### src/design/pfit_pkg.sv
// Package: shared types and constants of the timestamp frame index tracker.
`timescale 1ns / 1ps

package pfit_pkg;

	localparam int PtsW    = 64;
	localparam int IndexW  = 32;
	localparam int CfgW    = 4;
	localparam int CfgIdxW = 2;
	localparam int RunW    = 4;
	localparam int DivSteps = PtsW;
	localparam int DivCntW  = $clog2(DivSteps);

	localparam logic [CfgW-1:0] WarmupReset = 4'd3;
	localparam logic [CfgW-1:0] StableReset = 4'd3;
	localparam logic [RunW-1:0] RunMax      = 4'd15;

	// Register map of the configuration channel
	typedef enum logic [CfgIdxW-1:0] {
		REG_WARMUP = 2'd0,
		REG_STABLE = 2'd1
	} cfg_reg_t;

	typedef enum logic [2:0] {
		ST_IDLE,
		ST_CHECK,
		ST_LEARN,
		ST_LIMIT,
		ST_CMP,
		ST_DIV,
		ST_ACC,
		ST_DONE
	} state_t;

endpackage

### src/design/pts_frame_index_tracker.sv
// Top level: rebuilds a video frame index from packet timestamps.
`timescale 1ns / 1ps

// Takes one 64-bit signed timestamp per input beat and returns one beat with the
// reconstructed 32-bit frame index (tdata) and a gap flag (tuser). An item ends
// after the check for a zero timestamp, a latch or a warm-up packet, after the
// learning step for a step that is not positive, after the limit for a zero
// duration and after the compare when a learned step advances the index by one.
// A timestamp gap of more than 1.5 frame durations goes on to the divider:
// the gap length in frames comes from a restoring divider that produces one
// quotient bit per cycle over all 64 dividend bits. One item is in work at a
// time; the next is accepted as soon as the previous result sits in the output
// register, even if the sink has not taken it yet. Configuration registers
// (0: warm-up frames, 1: stable repeats) are always ready and are to be written
// only while the block is idle.
module pts_frame_index_tracker (
	input  logic                           clk,
	input  logic                           arst_n,
	// config write channel
	input  logic                           cfg_valid,
	output logic                           cfg_ready,
	input  logic [pfit_pkg::CfgIdxW-1:0]   cfg_index,
	input  logic [pfit_pkg::CfgW-1:0]      cfg_data,
	// input stream
	input  logic                           s_tvalid,
	output logic                           s_tready,
	input  logic [pfit_pkg::PtsW-1:0]      s_tdata,   // [63:0] pts
	// output stream
	output logic                           m_tvalid,
	input  logic                           m_tready,
	output logic [pfit_pkg::IndexW-1:0]    m_tdata,   // [31:0] frame_index
	output logic                           m_tuser    // [0] gap_jump
);

	import pfit_pkg::*;

	state_t               state_q, state_d;
	logic [CfgW-1:0]      warmup_q, stable_q;
	logic [PtsW-1:0]      pts_q, last_pts_q, step_q, measured_q, active_q, limit_q;
	logic [IndexW-1:0]    count_q;
	logic [RunW-1:0]      run_q;
	logic                 gap_q;
	logic [PtsW-1:0]      rem_q, dvd_q;
	logic [IndexW-1:0]    quo_q;
	logic [DivCntW-1:0]   div_cnt_q;

	logic                 out_free;
	logic                 last_pos, step_pos, step_eq, adopt;
	logic [RunW-1:0]      run_d;
	logic [PtsW-1:0]      measured_d;
	logic [PtsW-1:0]      rem_sh;
	logic                 rem_ge;

	assign cfg_ready = 1'b1;
	assign s_tready  = (state_q == ST_IDLE);
	assign out_free  = !m_tvalid || m_tready;

	assign last_pos = (last_pts_q != '0) && !last_pts_q[PtsW-1];
	assign step_pos = (step_q != '0) && !step_q[PtsW-1];
	assign step_eq  = (step_q == measured_q);

	// Learning: run length of equal steps and candidate duration
	always_comb begin
		if (step_eq) begin
			run_d      = (run_q == RunMax) ? run_q : run_q + RunW'(1);
			measured_d = measured_q;
		end else begin
			run_d      = '0;
			measured_d = step_pos ? step_q : measured_q;
		end
		adopt = active_q[PtsW-1] || (run_d > stable_q);
	end

	// Divider: one quotient bit per cycle
	assign rem_sh = {rem_q[PtsW-2:0], dvd_q[PtsW-1]};
	assign rem_ge = (rem_sh >= active_q);

	// Configuration registers
	always_ff @(posedge clk or negedge arst_n) begin
		if (!arst_n) begin
			warmup_q <= WarmupReset;
			stable_q <= StableReset;
		end else if (cfg_valid && cfg_ready) begin
			unique case (cfg_index)
				REG_WARMUP: warmup_q <= cfg_data;
				REG_STABLE: stable_q <= cfg_data;
				default:    ;
			endcase
		end
	end

	// State register
	always_ff @(posedge clk or negedge arst_n) begin
		if (!arst_n) begin
			state_q <= ST_IDLE;
		end else begin
			state_q <= state_d;
		end
	end

	// Next state
	always_comb begin
		state_d = state_q;
		unique case (state_q)
			ST_IDLE: begin
				if (s_tvalid) state_d = ST_CHECK;
			end
			ST_CHECK: begin
				priority if (pts_q == '0)                      state_d = ST_DONE;
				else if (!last_pos)                            state_d = ST_DONE;
				else if (count_q < {{(IndexW-CfgW){1'b0}}, warmup_q}) state_d = ST_DONE;
				else                                           state_d = ST_LEARN;
			end
			ST_LEARN: state_d = step_pos ? ST_LIMIT : ST_DONE;
			ST_LIMIT: state_d = (active_q == '0) ? ST_DONE : ST_CMP;
			ST_CMP:   state_d = (step_q > limit_q) ? ST_DIV : ST_DONE;
			ST_DIV: begin
				if (div_cnt_q == DivCntW'(DivSteps-1)) state_d = ST_ACC;
			end
			ST_ACC:   state_d = ST_DONE;
			ST_DONE: begin
				if (out_free) state_d = ST_IDLE;
			end
			default:  state_d = ST_IDLE;
		endcase
	end

	// Tracker state
	always_ff @(posedge clk or negedge arst_n) begin
		if (!arst_n) begin
			last_pts_q <= '0;
			count_q    <= '0;
			measured_q <= '0;
			run_q      <= '0;
			active_q   <= '1;
			gap_q      <= 1'b0;
		end else begin
			unique case (state_q)
				ST_IDLE: gap_q <= 1'b0;
				ST_CHECK: begin
					priority if (pts_q == '0) begin
						count_q <= count_q + IndexW'(1);
					end else if (!last_pos) begin
						last_pts_q <= pts_q;
						count_q    <= IndexW'(1);
					end else if (count_q < {{(IndexW-CfgW){1'b0}}, warmup_q}) begin
						last_pts_q <= pts_q;
						count_q    <= count_q + IndexW'(1);
					end
				end
				ST_LEARN: begin
					run_q      <= run_d;
					measured_q <= measured_d;
					if (adopt) active_q <= measured_d;
				end
				ST_LIMIT: begin
					// zero duration counts as one frame
					if (active_q == '0) begin
						last_pts_q <= pts_q;
						count_q    <= count_q + IndexW'(1);
					end
				end
				ST_CMP: begin
					if (!(step_q > limit_q)) begin
						last_pts_q <= pts_q;
						count_q    <= count_q + IndexW'(1);
					end
				end
				ST_ACC: begin
					last_pts_q <= pts_q;
					count_q    <= count_q + quo_q;
					gap_q      <= 1'b1;
				end
				default: ;
			endcase
		end
	end

	// Datapath registers: timestamp, step, limit and divider
	always_ff @(posedge clk) begin
		if (state_q == ST_IDLE && s_tvalid) pts_q <= s_tdata;
		if (state_q == ST_CHECK) step_q <= pts_q - last_pts_q;
		if (state_q == ST_LIMIT) limit_q <= active_q + (active_q >> 1);
		if (state_q == ST_CMP) begin
			rem_q     <= '0;
			dvd_q     <= step_q;
			quo_q     <= '0;
			div_cnt_q <= '0;
		end else if (state_q == ST_DIV) begin
			rem_q     <= rem_ge ? rem_sh - active_q : rem_sh;
			dvd_q     <= {dvd_q[PtsW-2:0], 1'b0};
			quo_q     <= {quo_q[IndexW-2:0], rem_ge};
			div_cnt_q <= div_cnt_q + DivCntW'(1);
		end
	end

	// Output register: hold the beat until the sink takes it
	always_ff @(posedge clk or negedge arst_n) begin
		if (!arst_n) begin
			m_tvalid <= 1'b0;
		end else if (state_q == ST_DONE && out_free) begin
			m_tvalid <= 1'b1;
		end else if (m_tready) begin
			m_tvalid <= 1'b0;
		end
	end

	always_ff @(posedge clk) begin
		if (state_q == ST_DONE && out_free) begin
			m_tdata <= count_q;
			m_tuser <= gap_q;
		end
	end

`ifndef SYNTH
	// Divider only runs with a learned, positive duration
	a_div_divisor: assert property (@(posedge clk) disable iff (!arst_n)
		state_q == ST_DIV |-> (active_q != '0) && !active_q[PtsW-1])
		else $error("divider running with non-positive duration");

	// Partial remainder stays below the divisor
	a_div_rem: assert property (@(posedge clk) disable iff (!arst_n)
		state_q == ST_DIV |-> rem_q < active_q)
		else $error("divider remainder out of range");

	// Learned step never holds a negative value
	a_meas_pos: assert property (@(posedge clk) disable iff (!arst_n)
		!measured_q[PtsW-1])
		else $error("measured step negative");

	// A finished item reaches the output register on handoff
	a_handoff: assert property (@(posedge clk) disable iff (!arst_n)
		state_q == ST_DONE && out_free |=> m_tvalid && state_q == ST_IDLE)
		else $error("result not handed to output register");

	// Gap flag only set after a divide
	a_gap_div: assert property (@(posedge clk) disable iff (!arst_n)
		$rose(gap_q) |-> $past(state_q) == ST_ACC)
		else $error("gap flag set without a divide");
`endif

endmodule
### config.mk
export PLATFORM = sky130hd
export DESIGN_NAME = pts_frame_index_tracker
export DESIGN_NICKNAME = d
export VERILOG_FILES = /design/src/design/pfit_pkg.sv /design/src/design/pts_frame_index_tracker.sv
export SDC_FILE = /design/constraint.sdc
export NUM_CORES = 2
export LEC_CHECK = 0
export BUFFER_PORTS_ARGS = -buffer_cell sky130_fd_sc_hd__buf_2
export CAP_MARGIN = 30
export CORE_ASPECT_RATIO = 1.5
export CORE_MARGIN = 3
export CORE_UTILIZATION = 40
export DETAILED_ROUTE_END_ITERATION = 8
export GPL_TIMING_DRIVEN = 0
export PLACE_DENSITY = 0.51
export SLEW_MARGIN = 10
export SYNTH_ARGS = -nofsm -noshare
export SYNTH_HDL_FRONTEND = slang
export SYNTH_SLANG_ARGS = --single-unit
### constraint.sdc
create_clock -name clk -period 8.7 [get_ports clk]
set_clock_uncertainty 0.05 [all_clocks]
set_input_delay 1.74 -clock clk [delete_from_list [all_inputs] [get_ports clk]]
set_output_delay 1.74 -clock clk [all_outputs]
set_load 0.02 [all_outputs]
==> reports/results.md <==
## Global route
• 23.7% — GRT Overall Usage
• 32,509 — number of global-route vias before repair
• 0 — overall overflow remaining after global route
• 0 — initial antenna violation count
• 105 — pin count of the biggest net entering global routing
• 190,000 um — first-pass GRT wire length

## Route
• 5 — number of optimization iterations in the first detailed-route pass
• 5.48 — via-per-instance ratio
• 124,000 um — detailed-route wire length
• 0 — Antenna Nets Post-Route
• 21.3 um — routed len/inst
• 31,910 — via count
• 0 — DRC errors left
• 1,605 — Detailed Route Iter0 Violations

## Die
• 0.104 mm^2 — area enclosed by the die boundary
• 111 — I/O pin total
• 40.4% — Initial Util
• 141 — number of placement rows
• 264 um — x dimension of the die
• 0.0988 mm^2 — core box area
• 393 um — Die Y-Extent

## Logic synthesis
• 38.2% — async set-reset flop share out of synthesis
• 5.99% — XOR/XNOR Fraction of Synth Area
• 42.1% — share of synthesized area occupied by flip-flops and latches
• compound AO/OA/AOI/OAI gates — main combinational cell family by area after synthesis
• 10.5% — Synth Area in Adders
• sky130_fd_sc_hd__edfxtp_1, sky130_fd_sc_hd__dfrtp_1, sky130_fd_sc_hd__ha_1 — most area-consuming cells after synthesis
• 94 — distinct cell type count of the synthesized netlist
• sky130_fd_sc_hd__edfxtp_1 — ys flop type
• 14.9% — basic-gate share of the synthesized area counting and, or, nand and nor cells
• 4,677 — Synth Net Count
• sky130_fd_sc_hd__edfxtp_1 — cell type with the highest aggregate area in the netlist
• 631 — register bit total from synthesis
• 289 — number of synthesized flops with an enable pin
• 3.74% — proportion of synthesized area in mux cells
• 0 — yosys synthesis warning count
• 4,270 — Cells after Synth
• 18.6% — share of the synthesized area in compound gates (AO/OA/AOI/OAI)
• 21.7% — proportion of netlist area held by the largest area contributor
• 0.0399 mm^2 — Mapped Area
• 9.35 um^2 — syn_area_per_cell

## Layout
• sky130_fd_sc_hd__nand2_1 — leading cell type in the layout, fill and taps excluded
• sky130_fd_sc_hd__nand2_1, sky130_fd_sc_hd__o21ai_0, sky130_fd_sc_hd__ha_1 — commonest cells after routing, fill and taps aside
• 12.4% — relative area change from synthesis to final layout
• 10.2% — fraction of layout cells with a size suffix above 1
• 5,825 — final std cells w/o fill
• 9,622 — layout filler cell count
• 4,886 — post-layout net count
• 0.0448 mm^2 — final cell area excluding filler cells

## Critical path
• 6.44 ns — Worst Path Arrival
• 0.75 ns — largest incremental delay on the critical path
• flop — startpoint class of the critical path
• simple AND/OR/NAND/NOR gates — cell family with the largest share of critical-path delay
• 10 — highest net fanout along the worst path
• 3 — buffer and inverter count on the worst path
• sky130_fd_sc_hd__xnor2_1 — Critical-path top delay cell
• 9.18 ns — data required time at the worst endpoint
• reg2reg — kind of critical path
• xnor2_1 > nand4_1 > nor4_1 > nand4_1 > nor3_1 > ha_1 > o21ai_0 > nand2b_1 > a21oi_1 > a41oi_1 > o21bai_1 > buf_4 > clkbuf_1 > clkbuf_1 > nand2_1 > o21ai_0 — Critical Path, Cell by Cell
• flop — Worst setup EP type

## Clocking
• built — clock tree from TritonCTS
• 3 — H-tree depth
• 0 — number of resized instances in the post-cts repair step
• sky130_fd_sc_hd__clkbuf_16 — library cell used as clock root buffer
• 0 — post-CTS setup buffers
• 71 — number of buffers created by CTS
• 0.06 ns — Clock transition at path regs
• 0.65 ns — Clk Latency, worst-skew pair
• 631 — sink count of the clock tree
• 3 — number of buffers between clock root and the deepest sink
• 0 — Hold Buf Count CTS

## Place
• 109 — count of port buffers added during placement
• 5,693 — total placed cells including tap cells
• 2.58 ns — worst setup timing slack at the placement stage
• 0.890 — GPL Wtd Cong
• 98,300 um — detailed placer's ending HPWL
• 0.0425 mm^2 — Placed Instance Area

## Flow run
• 0 — Max Cap Viol

## Timing
• 168 MHz — timing-limited maximum frequency
• 30.8% — Slew headroom
• 5.95 ns — time the worst path needs with I/O delays and setup
• 0 — final hold viol count
• 0 — total count of max-transition violations in the final report
• 0 — final setup violating endpoints
• no — unrepaired setup endpoints after global routing
• 68.4% — portion of the clock cycle consumed by the worst path in the final layout
• 2.75 ns — fin worst setup slack
• 1.03 ns — Least-Margin Pin Slew

## Worst hold path
• reg2reg — type of the most critical hold path

## Power
• 0.225 mV — maximum ir drop on the vdd rail
• 53.7% — part of the power in combinational logic
• 9.70 mW — internal power summed over all cells
• 17.1% — clock share of power
• 404 mW/mm^2 — PD cells
• 19.2 nW — static leakage
• 8.40 mW — power dissipated by switching net loads
• 29.2% — Sequential Power Share
• 46.4% — switching share of total power

## Outcome
• complete, no violations — status

[path summary, 6_finish.rpt]
check | slack [ns] | start | to | cells past startpoint
worst max-delay path | 2.75 | step_q[5] | active_q[41] | 16
worst min-delay path | 0.40 | quo_q[26] | quo_q[27] | 2
worst max register to register | 2.75 | step_q[5] | active_q[41] | 16
worst min register to register | 0.40 | quo_q[26] | quo_q[27] | 2
max in group asynchronous | 6.65 | arst_n | measured_q[56] | 2
min in group asynchronous | 0.97 | arst_n | last_pts_q[14] | 1
[synthesized netlist by cell type, drive strengths merged (22+ instances only)]
cell	number
a21oi	297
clkbuf	137
and2	22
ha	328
a31oi	30
nor2b	38
buf	27
nor3	44
dfxtp	101
nand2b	34
edfxtp	289
nand3	93
o31ai	27
nor4	73
a22o	54
nand2	649
and3	26
mux2	73
a211oi	26
mux2i	67
o21ai	358
xnor2	197
xor2	76
dfrtp	173
nand4	92
a21o	134
nor2	187
o21bai	42
o21a	26
inv	267
dfstp	68
[logic make-up (layout without fill, tap and decap cells)]
logic type / count (synthesis) / after routing
AO/OA/AOI/OAI: 1158 / 1158
XOR/XNOR: 273 / 273
adder cells (fa/ha/maj): 332 / 332
buffers and inverters: 432 / 699
flip-flops: 631 / 631
multiplexers: 140 / 140
other: 1 / 2
AND/OR/NAND/NOR: 1303 / 1303
[metrics by stage]
step	power (mW)	util (%)	hold slack, ns	setup TNS [ns]
2_1_floorplan	11.8	-	0.376	0
3_3_place_gp	14.9	42.6	0.385	-101.25
3_5_place_dp	15.0	43.0	0.390	0
4_1_cts	18.2	45.4	0.402	0
5_1_grt	19.5	45.4	0.412	0
6_report	18.1	45.4	0.398	0
[tightest hold or removal path, cell delays in order (launching register included)]
cell                      delay (ns)
sky130_fd_sc_hd__dfxtp_1        0.33
sky130_fd_sc_hd__nand3_1        0.07
sky130_fd_sc_hd__nand2_1        0.04
[cell type report]
| cell class | instances | area, um^2 | share of cell area [%] |
|---|---|---|---|
| repair buffers | 136 | 911 | 2.03 |
| well taps | 1287 | 1610 | 3.59 |
| plain buffers | 164 | 648 | 1.45 |
| multi-input cells | 3207 | 21500 | 47.9 |
| clock inverters | 44 | 463 | 1.03 |
| inverters | 268 | 1010 | 2.25 |
| diodes | 1 | 2.50 | 0.00558 |
| clock buffers | 87 | 1910 | 4.26 |
| flip-flops and latches | 631 | 16800 | 37.5 |
[power by group through the flow]
stage | registers, mW | clock network (mW) | logic [mW]
floorplan | 5.07 | 0 | 6.69
global placement | 5.37 | 0 | 9.56
detailed placement | 5.33 | 0 | 9.66
CTS | 5.28 | 3.19 | 9.75
global route | 5.39 | 3.30 | 10.8
finish | 5.28 | 3.10 | 9.72
[registers in the layout, indices dropped and copies added (netlist names)]
register,flops
m_tuser,1
m_tvalid,1
step_q,64
measured_q,64
count_q,32
dvd_q,64
quo_q,32
last_pts_q,64
stable_q,4
state_q,3
rem_q,63
run_q,4
limit_q,64
warmup_q,4
pts_q,64
m_tdata,32
gap_q,1
div_cnt_q,6
active_q,64
[per-layer routing]
| metal | part of all wire [%] | global-route usage [%] | wire, um | vias up |
|---|---|---|---|---|
| met2 | 50 | 42.4 | 62200 | 602 |
| li1 | - | - | - | 15888 |
| met5 | 0 | 0 | 0 | - |
| met1 | 42 | 28.0 | 51700 | 15187 |
| met3 | 2.6 | 2.08 | 3210 | 233 |
| met4 | 5.7 | 12.8 | 7040 | 0 |
Power figures use the tool's default switching activity.
